**src/rtl/aurt_pkg.sv**
```systemverilog
// ============================================================================
// aurt_pkg
// Shared types and constants for the angle unwrap and rate tracker.
// ============================================================================
package aurt_pkg;

    localparam int CordicSteps = 16;
    localparam int StepW       = 4;
    localparam int CordW       = 24;

    // CORDIC arctangent table in binary angle units (65536 per turn)
    function automatic logic [13:0] atan_lut(input logic [StepW-1:0] idx);
        logic [13:0] v;
        unique case (idx)
            4'd0:    v = 14'd8192;
            4'd1:    v = 14'd4836;
            4'd2:    v = 14'd2555;
            4'd3:    v = 14'd1297;
            4'd4:    v = 14'd651;
            4'd5:    v = 14'd326;
            4'd6:    v = 14'd163;
            4'd7:    v = 14'd81;
            4'd8:    v = 14'd41;
            4'd9:    v = 14'd20;
            4'd10:   v = 14'd10;
            4'd11:   v = 14'd5;
            4'd12:   v = 14'd3;
            4'd13:   v = 14'd1;
            4'd14:   v = 14'd1;
            default: v = 14'd0;
        endcase
        return v;
    endfunction

    // commands from controller to datapath
    typedef struct packed {
        logic load;     // capture input transfer, set up CORDIC
        logic iter;     // one CORDIC micro-rotation
        logic unwrap;   // unwrap, rate multiply, history update
        logic div_init; // start average division
        logic div_step; // one restoring division bit
        logic finish;   // sign fix of average, prediction
        logic ease_mul; // easing multiply
        logic commit;   // write result register, update state
    } t_cmd;

    // status from datapath to controller
    typedef struct packed {
        logic first;    // this item is a first detection
    } t_stat;

    localparam logic [0:0] RegFrameRate  = 1'd0;
    localparam logic [0:0] RegEaseWeight = 1'd1;

endpackage

```
**src/rtl/aurt_ctrl.sv**
```systemverilog
// ============================================================================
// aurt_ctrl
// Sequencer: load, CORDIC iterations, unwrap, average division, easing.
// ============================================================================
module aurt_ctrl #(
    parameter int HISTORY_DEPTH = 8
) (
    input  logic            i_clk,
    input  logic            i_rst_n,
    input  logic            i_in_fire,
    input  logic            i_out_busy,
    input  aurt_pkg::t_stat i_stat,
    output logic            o_in_ready,
    output aurt_pkg::t_cmd  o_cmd
);
    import aurt_pkg::*;

    // one divider step per magnitude bit of the history sum
    localparam int DivW = 23 + $clog2(HISTORY_DEPTH + 1);

    typedef enum logic [2:0] {
        S_IDLE, S_CORDIC, S_UNWRAP, S_DIV, S_FINISH, S_EASE, S_COMMIT
    } t_state;

    t_state            r_state, n_state;
    logic [4:0]        r_cnt, n_cnt;

    assign o_in_ready = (r_state == S_IDLE);

    // command decode
    always_comb begin
        o_cmd          = '0;
        o_cmd.load     = i_in_fire;
        o_cmd.iter     = (r_state == S_CORDIC);
        o_cmd.unwrap   = (r_state == S_UNWRAP);
        o_cmd.div_init = (r_state == S_UNWRAP);
        o_cmd.div_step = (r_state == S_DIV);
        o_cmd.finish   = (r_state == S_FINISH);
        o_cmd.ease_mul = (r_state == S_EASE);
        o_cmd.commit   = (r_state == S_COMMIT) && !i_out_busy;
    end

    // next state
    always_comb begin
        n_state = r_state;
        n_cnt   = r_cnt;
        unique case (r_state)
            S_IDLE: begin
                if (i_in_fire) begin
                    n_state = S_CORDIC;
                    n_cnt   = '0;
                end
            end
            S_CORDIC: begin
                n_cnt = r_cnt + 5'd1;
                if (r_cnt == 5'(CordicSteps - 1)) n_state = S_UNWRAP;
            end
            S_UNWRAP: begin
                n_cnt   = '0;
                n_state = i_stat.first ? S_FINISH : S_DIV;
            end
            S_DIV: begin
                n_cnt = r_cnt + 5'd1;
                if (r_cnt == 5'(DivW - 1)) n_state = S_FINISH;
            end
            S_FINISH: n_state = S_EASE;
            S_EASE:   n_state = S_COMMIT;
            S_COMMIT: begin
                if (!i_out_busy) n_state = S_IDLE;
            end
            default: n_state = S_IDLE;
        endcase
    end

    // state register
    always_ff @(posedge i_clk) begin
        if (!i_rst_n) begin
            r_state <= S_IDLE;
            r_cnt   <= '0;
        end else begin
            r_state <= n_state;
            r_cnt   <= n_cnt;
        end
    end

endmodule

```
**src/rtl/aurt_dp.sv**
```systemverilog
// ============================================================================
// aurt_dp
// Datapath: CORDIC, unwrap, rate history, serial divider, easing.
// ============================================================================
module aurt_dp #(
    parameter int HISTORY_DEPTH = 8
) (
    input  logic                  i_clk,
    input  logic                  i_rst_n,
    input  aurt_pkg::t_cmd        i_cmd,
    output aurt_pkg::t_stat       o_stat,
    input  logic [15:0]           i_point_x,
    input  logic [15:0]           i_point_y,
    input  logic [15:0]           i_pivot_x,
    input  logic [15:0]           i_pivot_y,
    input  logic                  i_restart,
    input  logic [7:0]            i_frame_rate,
    input  logic [8:0]            i_ease_weight,
    output logic [31:0]           o_cont,
    output logic [23:0]           o_rate,
    output logic [23:0]           o_smooth,
    output logic [31:0]           o_ahead
);
    import aurt_pkg::*;

    localparam int SlotW = (HISTORY_DEPTH > 1) ? $clog2(HISTORY_DEPTH) : 1;
    localparam int CntW  = $clog2(HISTORY_DEPTH + 1);
    localparam int SumW  = 24 + $clog2(HISTORY_DEPTH + 1);
    localparam int DivW  = SumW - 1;

    // cordic registers
    logic signed [CordW-1:0] r_x, r_y;
    logic signed [16:0]      r_z;
    logic [StepW-1:0]        r_i;
    logic                    r_zero, r_restart;

    // tracker state
    logic [31:0]             r_last_angle, r_last_ahead;
    logic                    r_first_pending, r_ahead_pending;
    logic signed [23:0]      r_hist [HISTORY_DEPTH];
    logic [SlotW-1:0]        r_slot;
    logic [CntW-1:0]         r_count;
    logic signed [SumW-1:0]  r_sum;
    logic signed [23:0]      r_smooth;

    // per-item work registers
    logic [31:0]             r_cont;
    logic signed [23:0]      r_rate;
    logic                    r_first_item;
    logic [DivW-1:0]         r_quo, r_rem;
    logic                    r_neg;
    logic [31:0]             r_pred;
    logic signed [41:0]      r_prod;

    logic first_now;
    assign first_now = r_first_pending || r_restart;
    assign o_stat.first = first_now;

    // input differences and quadrant pre-rotation
    logic signed [16:0] dx, dy;
    logic signed [CordW-1:0] x0, y0;
    assign dx = $signed({1'b0, i_point_x}) - $signed({1'b0, i_pivot_x});
    assign dy = $signed({1'b0, i_point_y}) - $signed({1'b0, i_pivot_y});
    assign x0 = CordW'(dx) <<< 4;
    assign y0 = CordW'(dy) <<< 4;

    // one micro-rotation
    logic signed [CordW-1:0] xs, ys;
    logic signed [16:0]      at;
    assign xs = r_x >>> r_i;
    assign ys = r_y >>> r_i;
    assign at = $signed({3'b000, atan_lut(r_i)});

    // unwrap
    logic [15:0]        raw16, delta16;
    logic signed [31:0] delta;
    logic signed [31:0] rate_full;
    logic signed [23:0] rate_new;
    logic signed [23:0] old_entry;
    logic signed [SumW-1:0] sum_new;
    assign raw16     = r_zero ? 16'd0 : r_z[15:0];
    assign delta16   = raw16 - r_last_angle[15:0];
    assign delta     = 32'($signed(delta16));
    assign rate_full = delta * $signed({24'd0, i_frame_rate});
    assign rate_new  = rate_full[23:0];
    assign old_entry = r_hist[r_slot];
    assign sum_new   = r_sum + SumW'(rate_new)
                     - ((r_count >= CntW'(HISTORY_DEPTH)) ? SumW'(old_entry) : '0);

    // division trial
    logic [DivW:0] trial;
    assign trial = {r_rem, r_quo[DivW-1]} - {{(DivW+1-CntW){1'b0}}, r_count};

    // easing
    logic [8:0]         w;
    logic signed [31:0] d;
    logic signed [41:0] stepv;
    logic [23:0]        q24;
    assign w     = (i_ease_weight > 9'd256) ? 9'd256 : i_ease_weight;
    assign d     = $signed(r_pred - r_last_ahead);
    assign stepv = (r_prod + 42'sd128) >>> 8;
    assign q24   = r_neg ? 24'(-r_quo) : r_quo[23:0];

    always_ff @(posedge i_clk) begin
        if (!i_rst_n) begin
            r_last_angle    <= '0;
            r_first_pending <= 1'b1;
            r_slot          <= '0;
            r_count         <= '0;
            r_sum           <= '0;
            r_smooth        <= '0;
            r_last_ahead    <= '0;
            r_ahead_pending <= 1'b1;
            for (int k = 0; k < HISTORY_DEPTH; k++) r_hist[k] <= '0;
        end else begin
            if (i_cmd.load) begin
                r_restart <= i_restart;
                r_zero    <= (dx == 17'sd0) && (dy == 17'sd0);
                r_i       <= '0;
                if (dx < 0) begin
                    if (dy >= 0) begin
                        r_x <= y0; r_y <= -x0; r_z <= 17'sd16384;
                    end else begin
                        r_x <= -y0; r_y <= x0; r_z <= -17'sd16384;
                    end
                end else begin
                    r_x <= x0; r_y <= y0; r_z <= '0;
                end
            end
            if (i_cmd.iter) begin
                r_i <= r_i + 1'b1;
                if (r_y >= 0) begin
                    r_x <= r_x + ys; r_y <= r_y - xs; r_z <= r_z + at;
                end else begin
                    r_x <= r_x - ys; r_y <= r_y + xs; r_z <= r_z - at;
                end
            end
            if (i_cmd.unwrap) begin
                r_first_item <= first_now;
                if (first_now) begin
                    r_cont          <= 32'($signed(raw16));
                    r_rate          <= '0;
                    r_slot          <= '0;
                    r_count         <= '0;
                    r_sum           <= '0;
                    r_smooth        <= '0;
                    r_first_pending <= 1'b0;
                    for (int k = 0; k < HISTORY_DEPTH; k++) r_hist[k] <= '0;
                end else begin
                    r_cont         <= r_last_angle + delta;
                    r_rate         <= rate_new;
                    r_hist[r_slot] <= rate_new;
                    r_sum          <= sum_new;
                    if (r_count < CntW'(HISTORY_DEPTH)) r_count <= r_count + 1'b1;
                    r_slot <= (r_slot == SlotW'(HISTORY_DEPTH - 1)) ? '0
                                                                   : r_slot + 1'b1;
                end
            end
            if (i_cmd.div_init) begin
                r_neg <= sum_new[SumW-1];
                r_quo <= sum_new[SumW-1] ? DivW'(-sum_new) : DivW'(sum_new);
                r_rem <= '0;
            end
            if (i_cmd.div_step) begin
                if (!trial[DivW]) begin
                    r_rem <= trial[DivW-1:0];
                    r_quo <= {r_quo[DivW-2:0], 1'b1};
                end else begin
                    r_rem <= {r_rem[DivW-2:0], r_quo[DivW-1]};
                    r_quo <= {r_quo[DivW-2:0], 1'b0};
                end
            end
            if (i_cmd.finish) begin
                if (!r_first_item) begin
                    r_smooth <= $signed(q24);
                    r_pred   <= r_cont + 32'($signed(q24));
                end else begin
                    r_pred   <= r_cont;
                end
            end
            if (i_cmd.ease_mul) r_prod <= d * $signed({1'b0, w});
            if (i_cmd.commit) begin
                r_last_angle <= r_cont;
                if (r_ahead_pending) begin
                    r_last_ahead    <= r_pred;
                    r_ahead_pending <= 1'b0;
                    o_ahead         <= r_pred;
                end else begin
                    r_last_ahead <= r_last_ahead + stepv[31:0];
                    o_ahead      <= r_last_ahead + stepv[31:0];
                end
                o_cont   <= r_cont;
                o_rate   <= r_rate;
                o_smooth <= r_smooth;
            end
        end
    end

endmodule

```
**src/rtl/angle_unwrap_rate_tracker.sv**
```systemverilog
// ============================================================================
// angle_unwrap_rate_tracker
// CORDIC polar angle, phase unwrap, moving-average rate and eased prediction.
// ============================================================================
//  channel  | dir | contents
//  s_axis   | in  | point_x, point_y, pivot_x, pivot_y / tuser restart
//  m_axis   | out | continuous_angle, rate, smooth_rate, ahead_angle
//  apb      | in  | 0x0 frame_rate, 0x4 ease_weight
//
// One item runs through the 16-step CORDIC loop and, except after a first
// detection, the bit-serial average divider (27 steps at the default history
// depth).
// The next item is taken once the result is in the output register.
// Reset is synchronous; there is no clearing pass.
// A stalled output holds the result and blocks the following commit.
module angle_unwrap_rate_tracker #(
    parameter int HISTORY_DEPTH = 8
) (
    input  logic         i_clk,
    input  logic         i_rst_n,
    input  logic         s_axis_tvalid,
    output logic         s_axis_tready,
    // point_x[15:0], point_y[31:16], pivot_x[47:32], pivot_y[63:48]
    input  logic [63:0]  s_axis_tdata,
    // restart[0]
    input  logic [0:0]   s_axis_tuser,
    output logic         m_axis_tvalid,
    input  logic         m_axis_tready,
    // continuous_angle[31:0], rate[55:32], smooth_rate[79:56], ahead_angle[111:80]
    output logic [111:0] m_axis_tdata,
    input  logic         psel,
    input  logic         penable,
    input  logic         pwrite,
    input  logic [2:0]   paddr,
    input  logic [31:0]  pwdata,
    output logic [31:0]  prdata,
    output logic         pready
);
    import aurt_pkg::*;

    logic [7:0] r_frame_rate;
    logic [8:0] r_ease_weight;
    logic       r_out_valid;
    t_cmd       cmd;
    t_stat      stat;
    logic       in_fire;
    logic [31:0] cont, ahead;
    logic [23:0] rate, smooth;

    assign pready  = 1'b1;
    assign in_fire = s_axis_tvalid && s_axis_tready;

    // configuration registers
    always_ff @(posedge i_clk) begin
        if (!i_rst_n) begin
            r_frame_rate  <= 8'd30;
            r_ease_weight <= 9'd179;
        end else if (psel && penable && pwrite) begin
            if (paddr[2] == RegFrameRate)  r_frame_rate  <= pwdata[7:0];
            if (paddr[2] == RegEaseWeight) r_ease_weight <= pwdata[8:0];
        end
    end

    always_comb begin
        prdata = '0;
        if (paddr[2] == RegFrameRate) prdata = {24'd0, r_frame_rate};
        else                          prdata = {23'd0, r_ease_weight};
    end

    // output valid
    always_ff @(posedge i_clk) begin
        if (!i_rst_n) r_out_valid <= 1'b0;
        else if (cmd.commit) r_out_valid <= 1'b1;
        else if (m_axis_tready) r_out_valid <= 1'b0;
    end
    assign m_axis_tvalid = r_out_valid;
    assign m_axis_tdata  = {ahead, smooth, rate, cont};

    aurt_ctrl #(.HISTORY_DEPTH(HISTORY_DEPTH)) u_ctrl (
        .i_clk      (i_clk),
        .i_rst_n    (i_rst_n),
        .i_in_fire  (in_fire),
        .i_out_busy (r_out_valid && !m_axis_tready),
        .i_stat     (stat),
        .o_in_ready (s_axis_tready),
        .o_cmd      (cmd)
    );

    aurt_dp #(.HISTORY_DEPTH(HISTORY_DEPTH)) u_dp (
        .i_clk         (i_clk),
        .i_rst_n       (i_rst_n),
        .i_cmd         (cmd),
        .o_stat        (stat),
        .i_point_x     (s_axis_tdata[15:0]),
        .i_point_y     (s_axis_tdata[31:16]),
        .i_pivot_x     (s_axis_tdata[47:32]),
        .i_pivot_y     (s_axis_tdata[63:48]),
        .i_restart     (s_axis_tuser[0]),
        .i_frame_rate  (r_frame_rate),
        .i_ease_weight (r_ease_weight),
        .o_cont        (cont),
        .o_rate        (rate),
        .o_smooth      (smooth),
        .o_ahead       (ahead)
    );

    // a commit never overwrites a result still waiting
    a_no_overwrite: assert property (@(posedge i_clk) disable iff (!i_rst_n)
        cmd.commit |-> !(r_out_valid && !m_axis_tready))
        else $error("commit over pending result");

    // no new transfer while a result is pending commit
    a_one_item: assert property (@(posedge i_clk) disable iff (!i_rst_n)
        in_fire |=> !s_axis_tready)
        else $error("second item accepted while busy");

    // a commit raises output valid
    a_commit_valid: assert property (@(posedge i_clk) disable iff (!i_rst_n)
        cmd.commit |=> m_axis_tvalid)
        else $error("result not presented");

endmodule
```
**config.mk**
```make
export PLATFORM = sky130hd
export DESIGN_NAME = angle_unwrap_rate_tracker
export DESIGN_NICKNAME = d
export VERILOG_FILES = /design/src/rtl/aurt_pkg.sv /design/src/rtl/aurt_ctrl.sv /design/src/rtl/aurt_dp.sv /design/src/rtl/angle_unwrap_rate_tracker.sv
export SDC_FILE = /design/constraint.sdc
export NUM_CORES = 2
export LEC_CHECK = 0
export BUFFER_PORTS_ARGS = -buffer_cell sky130_fd_sc_hd__buf_2
export CAP_MARGIN = 20
export CELL_PAD_IN_SITES_DETAIL_PLACEMENT = 1
export CELL_PAD_IN_SITES_GLOBAL_PLACEMENT = 2
export CORE_MARGIN = 2
export CORE_UTILIZATION = 41
export CTS_CLUSTER_DIAMETER = 40
export DETAILED_ROUTE_END_ITERATION = 10
export GPL_TIMING_DRIVEN = 0
export HOLD_SLACK_MARGIN = 0.05
export PLACE_DENSITY_LB_ADDON = 0.1
export SYNTH_ARGS = -nofsm -noshare
export SYNTH_HDL_FRONTEND = slang
export SYNTH_SLANG_ARGS = --single-unit
```
**constraint.sdc**
```tcl
create_clock -name i_clk -period 18.28 [get_ports i_clk]
set_input_delay 1.828 -clock i_clk [delete_from_list [all_inputs] [get_ports i_clk]]
set_output_delay 1.828 -clock i_clk [all_outputs]
set_load 0.005 [all_outputs]
```
* After elaboration in Yosys (flattened, before gate mapping) *
Memories as Yosys holds them, arrays and structs flattened. A register that Yosys moved wholly into a read port is not among the register bits.
Index checks and enable logic that the tools add are counted.

word-level totals
  register bits after elaboration = 518
  memory bits (writable) = 192
  bits in read-only memories = 224
  input port bits = 107
  output and inout port bits = 147
  logic and storage cells = 196
  memories = 2

memory list
  name              words  width  rd ports  clocked after memory_dff  write ports  line            source
  (name not given)  16     14     1         1                         0            aurt_pkg.sv:14  unique case (idx)
  u_dp.r_hist       8      24     1         1                         8            aurt_dp.sv:40   logic signed [23:0] r_hist [HISTORY_DEPTH];

cells by class
  $add $sub $neg = 25
  multipliers = 2
  magnitude comparators = 6
  equal/unequal tests = 13
  shift operators = 2
  multiplexer cells = 74
  bitwise operators = 9
  reduce and logical (&&, ||, !) cells = 32

operators with widths
  kind                   number
  $mux 24                24
  $mux 27                6
  $add 32x32->32         3
  $mux 32                3
  $mux 17                5
  $mux 28                2
  $add 24x24->24         2
  $neg 21->24            2
  $sshr 24x4->24         2
  $sub 24x24->24         2
  $add 40x9->40 const B  1
  $mul 32x10->40         1
  $logic_not 17->1       2
  $sub 16x16->17         2
  $sub 32x32->32         1
  $mux 3                 10
  $add 28x28->28         1
  $sub 28x28->28         1
  $sub 28x4->28          1
  $neg 27->27            1
  $ge 24x1->1 const B    1
  $mul 16x9->24          1
  $neg 24->24            1
  $reduce_and 2->1       12
  other kinds (36)       76

* Logic depth before layout (Yosys ltp) *
  word-level depth = 9
  depth in mapped cells = 48
  mapped depth without buffers = 45

* Modules after synthesis *
A second synthesis with hierarchy kept.

second synthesis, totals
  cells, all modules = 6209
  area, all modules = 60439.2 µm²

by module, submodules not included
  module                     instances  cells an instance  area an instance (µm²)  sequential area each (µm²)
  aurt_dp                    1          6029               58806.4                 19388.6
  angle_unwrap_rate_tracker  1          113                1086.0                  360.3
  aurt_ctrl                  1          67                 546.8                   160.2

* Worst setup path after synthesis *
No wires, ideal clock.

  path type = reg2reg
  start = reg u_dp.r_zero
  end = reg u_dp.r_quo[19], data pin
  library setup time = 0.270 ns
  data arrival time = 10.289 ns
  data required time = 18.010 ns
  path slack = 7.720 ns
  stages on the path, launching flop included = 41
  buffers on the path = 3
  clock period less this slack = 10.560 ns
  cells stage by stage = edfxtp_1 clkbuf_1 nand2b_1 ha_1 nor2b_1 o21ai_0 a21oi_1 o41ai_1 o211ai_1 a31oi_1 o21ba_2 xnor2_1 nand2_1 fa_1 fa_1 inv_1 fa_1 inv_1 [5 not listed] o21ai_0 a211o_1 a21oi_1 xor2_1 inv_1 fa_1 ha_1 and3_1 or3b_2 o21ai_0 o221ai_1 mux2i_1 and3_1 buf_2 clkbuf_1 nor2_1 xor2_1 a21oi_1

on the way
  elaborated cells between the ends (all ways) = 9
  classes of those cells = 4 x add/sub; 1 x mul; 4 x mux

RTL lines
  what                    line            source
  start, declared         aurt_dp.sv:35   logic r_zero, r_restart;
  start signal, assigned  aurt_dp.sv:118  r_zero <= (dx == 17'sd0) && (dy == 17'sd0);
  $mux 16                 aurt_dp.sv:81   assign raw16 = r_zero ? 16'd0 : r_z[15:0];
  $sub 16x16->16          aurt_dp.sv:82   assign delta16 = raw16 - r_last_angle[15:0];
  $mul 16x9->24           aurt_dp.sv:84   assign rate_full = delta * $signed({24'd0, i_frame_rate});
  via u_dp.rate_full[22]  aurt_dp.sv:77   logic signed [31:0] rate_full;
  $add 28x28->28          aurt_dp.sv:87   assign sum_new = r_sum + SumW'(rate_new)
  $sub 28x28->28          aurt_dp.sv:88   - ((r_count >= CntW'(HISTORY_DEPTH)) ? SumW'(old_entry) : '0);
  $mux 27                 aurt_dp.sv:161  r_quo <= sum_new[SumW-1] ? DivW'(-sum_new) : DivW'(sum_new);
  $mux 27                 aurt_dp.sv:159  if (i_cmd.div_init) begin
  $mux 27                 aurt_dp.sv:164  if (i_cmd.div_step) begin
  end signal, assigned    aurt_dp.sv:161
  end signal, assigned    aurt_dp.sv:167  r_quo <= {r_quo[DivW-2:0], 1'b1};
  end signal, assigned    aurt_dp.sv:170  r_quo <= {r_quo[DivW-2:0], 1'b0};
  end, declared           aurt_dp.sv:50   logic [DivW-1:0] r_quo, r_rem;

The timed path passes the listed nets, and every way through them passes these cells. The select of a mux whose other input is x is not followed.
A chain may end at the register's enable or synchronous reset.

* Final worst setup path *
  start = reg u_dp.r_zero
  end = reg u_dp.r_quo[15], data pin

Same word-level chain as after synthesis.

==> impl_metrics.prom <==
# TYPE chip_impl_metric gauge
chip_impl_metric{name="vias_in_the_first_global_route",unit=""} 50800
chip_impl_metric{name="buffer_ports.inserted",unit=""} 204
chip_impl_metric{name="cts.repair.resized",unit=""} 0
chip_impl_info{name="clk_root_buffer_cell",value="sky130_fd_sc_hd__clkbuf_16"} 1
chip_impl_metric{name="route.met3.wl",unit="um"} 10000
chip_impl_info{name="highest_layer",value="met4"} 1
chip_impl_info{name="synth_top_cells_by_area",value="sky130_fd_sc_hd__edfxtp_1, sky130_fd_sc_hd__fa_1, sky130_fd_sc_hd__ha_1"} 1
chip_impl_metric{name="synth_sequential_area_ratio",unit=""} 0.333
chip_impl_metric{name="cts_sinks",unit=""} 719
chip_impl_info{name="critical_path_class",value="flip-flop to flip-flop"} 1
chip_impl_metric{name="grt_first_pass_wirelength",unit="um"} 316000
chip_impl_metric{name="die-width",unit="um"} 386
chip_impl_metric{name="layout-drive-gt1-share",unit=""} 0.107
chip_impl_metric{name="tns",unit="ps"} 0
chip_impl_metric{name="synth_enable_flop_cells",unit=""} 551
chip_impl_metric{name="syn_avg_cell_area",unit="um^2"} 9.54
chip_impl_info{name="worst_hold_path_type",value="flip-flop to flip-flop"} 1
chip_impl_metric{name="syn_inst",unit=""} 6272
chip_impl_metric{name="ios",unit=""} 254
chip_impl_info{name="status",value="completed"} 1
chip_impl_info{name="crit_family",value="adder cells"} 1
chip_impl_metric{name="fp.coreArea",unit="um^2"} 145000
chip_impl_metric{name="synth_area",unit="um^2"} 59800
chip_impl_metric{name="final_routed_wire_length_divided_by_cell_count",unit="um"} 23.8
chip_impl_metric{name="timing.critical_path.buf_inv",unit=""} 8
chip_impl_metric{name="finalWirelength",unit="um"} 208000
chip_impl_metric{name="crit_fanout",unit=""} 10
chip_impl_metric{name="dp_hpwl",unit="um"} 166000
chip_impl_info{name="final_cell_mix",value="sky130_fd_sc_hd__nand2_1, sky130_fd_sc_hd__nor2_1, sky130_fd_sc_hd__inv_1, sky130_fd_sc_hd__edfxtp_1, sky130_fd_sc_hd__ha_1"} 1
chip_impl_metric{name="register_bit_total_from_synthesis",unit=""} 719
chip_impl_metric{name="fill_cells",unit=""} 16500
chip_impl_metric{name="synth_cell_types",unit=""} 87
chip_impl_metric{name="yosysTopAreaCellShare",unit=""} 0.277
chip_impl_metric{name="fin_skew",unit="ps"} 83.6
chip_impl_metric{name="grt_overflow_total",unit=""} 0
chip_impl_metric{name="cts_setup_buffers",unit=""} 0
chip_impl_metric{name="die_height",unit="um"} 386
chip_impl_metric{name="cts_hold_buffers",unit=""} 0
chip_impl_metric{name="async_reset_ff_frac",unit=""} 0
chip_impl_info{name="critPathCaptureType",value="flip-flop"} 1
chip_impl_info{name="cts_tree",value="done"} 1
chip_impl_info{name="crit_path_top_delay_cell",value="sky130_fd_sc_hd__xor2_1"} 1
chip_impl_metric{name="maxClockFrequency",unit="GHz"} 0.0768
chip_impl_metric{name="route.detailed.drc",unit=""} 0
chip_impl_info{name="grt_setup_unrepaired",value="false"} 1
chip_impl_metric{name="yosysWarningCount",unit=""} 0
chip_impl_metric{name="ant_nets",unit=""} 0
chip_impl_metric{name="global_route.usage.total",unit=""} 0.281
chip_impl_metric{name="relSlewSlack",unit=""} 0.228
chip_impl_info{name="setup.worst_path.start_class",value="flip-flop"} 1
chip_impl_metric{name="mean_number_of_vias_per_cell",unit=""} 5.57
chip_impl_metric{name="finalMaxSlewViolations",unit=""} 0
chip_impl_metric{name="timing.critical_path.required",unit="ps"} 18770
chip_impl_metric{name="drt_iter0_markers",unit=""} 3142
chip_impl_metric{name="syn_to_final_growth",unit="%"} 15.3
chip_impl_metric{name="start_util",unit=""} 0.412
chip_impl_metric{name="cp.arrival",unit="ps"} 13500
chip_impl_metric{name="antenna_violations_before_repair",unit=""} 3
chip_impl_info{name="synth-main-ff-cell",value="sky130_fd_sc_hd__edfxtp_1"} 1
chip_impl_metric{name="max_slew.worst_pin.slew",unit="ps"} 1160
chip_impl_metric{name="period_needed",unit="ps"} 13010
chip_impl_metric{name="met2RoutedLength",unit="um"} 98600
chip_impl_metric{name="cts_clk_pin_slew_worst_paths",unit="ps"} 60
chip_impl_metric{name="max-clock-path-buffers",unit=""} 3
chip_impl_metric{name="wl_met1",unit="um"} 94200
chip_impl_metric{name="die-area",unit="um^2"} 149000
chip_impl_metric{name="rrSetupSlack",unit="ps"} 5270
chip_impl_metric{name="globalplace.congestion",unit=""} 0.897
chip_impl_metric{name="cts_h_tree_depth",unit=""} 4
chip_impl_metric{name="vias",unit=""} 48600
chip_impl_metric{name="std_cell_rows",unit=""} 140
chip_impl_metric{name="finalCritPeriodShare",unit=""} 0.712
chip_impl_metric{name="cap_viol_max_count",unit=""} 0
chip_impl_info{name="commonest_non_fill_non_tap_cell_in_the_layout",value="sky130_fd_sc_hd__nand2_1"} 1
chip_impl_metric{name="final_hold_violating_endpoints",unit=""} 0
chip_impl_info{name="worst_path_most_repeated_cell",value="sky130_fd_sc_hd__fa_1"} 1
chip_impl_metric{name="firstDrtPassIters",unit=""} 7
chip_impl_metric{name="critPathMaxStageDelay",unit="ps"} 820
chip_impl_metric{name="largest_net_degree_at_the_start_of_global_routing",unit=""} 60
chip_impl_metric{name="fin_nets",unit=""} 7572
chip_impl_metric{name="clock_latency",unit="ps"} 790
chip_impl_metric{name="cts_made_buffers",unit=""} 134
chip_impl_metric{name="setup_viol",unit=""} 0
chip_impl_info{name="synth_largest_area_cell",value="sky130_fd_sc_hd__edfxtp_1"} 1
==> cells by family (layout without fill, tap and decap cells) <==
group	after synthesis	count (layout)	share of synthesized area
compound gates	1190	1190	0.124
xor+xnor	489	489	0.0718
fa+ha+maj	784	784	0.210
buf+inv	864	1363	0.0564
flops	719	719	0.333
mux	183	183	0.0508
other cells	2	28	0.000126
simple gates	2041	2041	0.155
==> path summary, 6_finish.rpt <==
kind | depth (start not counted) | start | end
worst max-delay path | 44 | u_dp.r_zero | u_dp.r_quo[15]
worst min register to register | 0 | u_dp.r_rate[14] | u_dp.o_rate[14]
worst min-delay path | 0 | u_dp.r_rate[14] | u_dp.o_rate[14]
worst max register to register | 44 | u_dp.r_zero | u_dp.r_quo[15]
==> state kept, by name, indices dropped and copies added (netlist names), 24 cells and up, named ones only <==
name	count
u_dp.o_cont	32
u_dp.r_pred	32
u_dp.r_y	24
u_dp.r_last_ahead	32
u_dp.o_smooth	24
u_dp.r_prod	33
u_dp.r_hist	192
u_dp.r_smooth	24
u_dp.r_cont	32
u_dp.r_quo	27
u_dp.r_rem	27
u_dp.r_x	24
u_dp.o_rate	24
u_dp.r_sum	28
u_dp.r_rate	24
u_dp.o_ahead	32
u_dp.r_last_angle	32
==> cell usage after synthesis (92+ instances only) <==
| cell type | instances |
|---|---|
| sky130_fd_sc_hd__nand2_1 | 693 |
| sky130_fd_sc_hd__nor2_1 | 676 |
| sky130_fd_sc_hd__inv_1 | 617 |
| sky130_fd_sc_hd__edfxtp_1 | 551 |
| sky130_fd_sc_hd__ha_1 | 420 |
| sky130_fd_sc_hd__fa_1 | 364 |
| sky130_fd_sc_hd__a21oi_1 | 357 |
| sky130_fd_sc_hd__o21ai_0 | 313 |
| sky130_fd_sc_hd__xnor2_1 | 304 |
| sky130_fd_sc_hd__clkbuf_1 | 187 |
| sky130_fd_sc_hd__xor2_1 | 184 |
| sky130_fd_sc_hd__dfxtp_1 | 168 |
| sky130_fd_sc_hd__and2_1 | 135 |
| sky130_fd_sc_hd__a21o_1 | 99 |
| sky130_fd_sc_hd__nor3_1 | 98 |
| sky130_fd_sc_hd__nand3_1 | 92 |
==> stage by stage <==
step | std cells | setup WS (ps) | instance area, um^2 | hold slack (ps) | util
final | 8714 | 5270 | 69000 | 416 | 0.475
after global routing | 8710 | 4300 | 69000 | 412 | 0.475
after floorplan | 6294 | 7720 | 59900 | 400 | -
after CTS | 8705 | 5140 | 68900 | 414 | 0.475
after detailed placement | 8457 | 5250 | 64000 | 405 | 0.441
after global placement | 8415 | 3550 | 63300 | 402 | 0.436
==> layer usage <==
layer | vias up | global-route usage
met5 | - | 0
met4 | 0 | 0.0721
met3 | 254 | 0.0352
met2 | 1178 | 0.467
met1 | 24700 | 0.386
li1 | 22400 | -
==> final cells by class <==
class	instances	area (um^2)	share of cell area
timing repair buffer	251	1710	0.0248
inverter	621	2330	0.0338
sequential	719	19900	0.289
tap	1917	2400	0.0348
buffer	243	1040	0.0151
multi-input combinational	4711	36700	0.532
clock inverter	94	1350	0.0196
clock buffer	154	3550	0.0515
antenna	4	10.0	0.000145
Power is not shown: default switching activity piles up to over one toggle a cycle in this logic, so the estimate is an artifact.
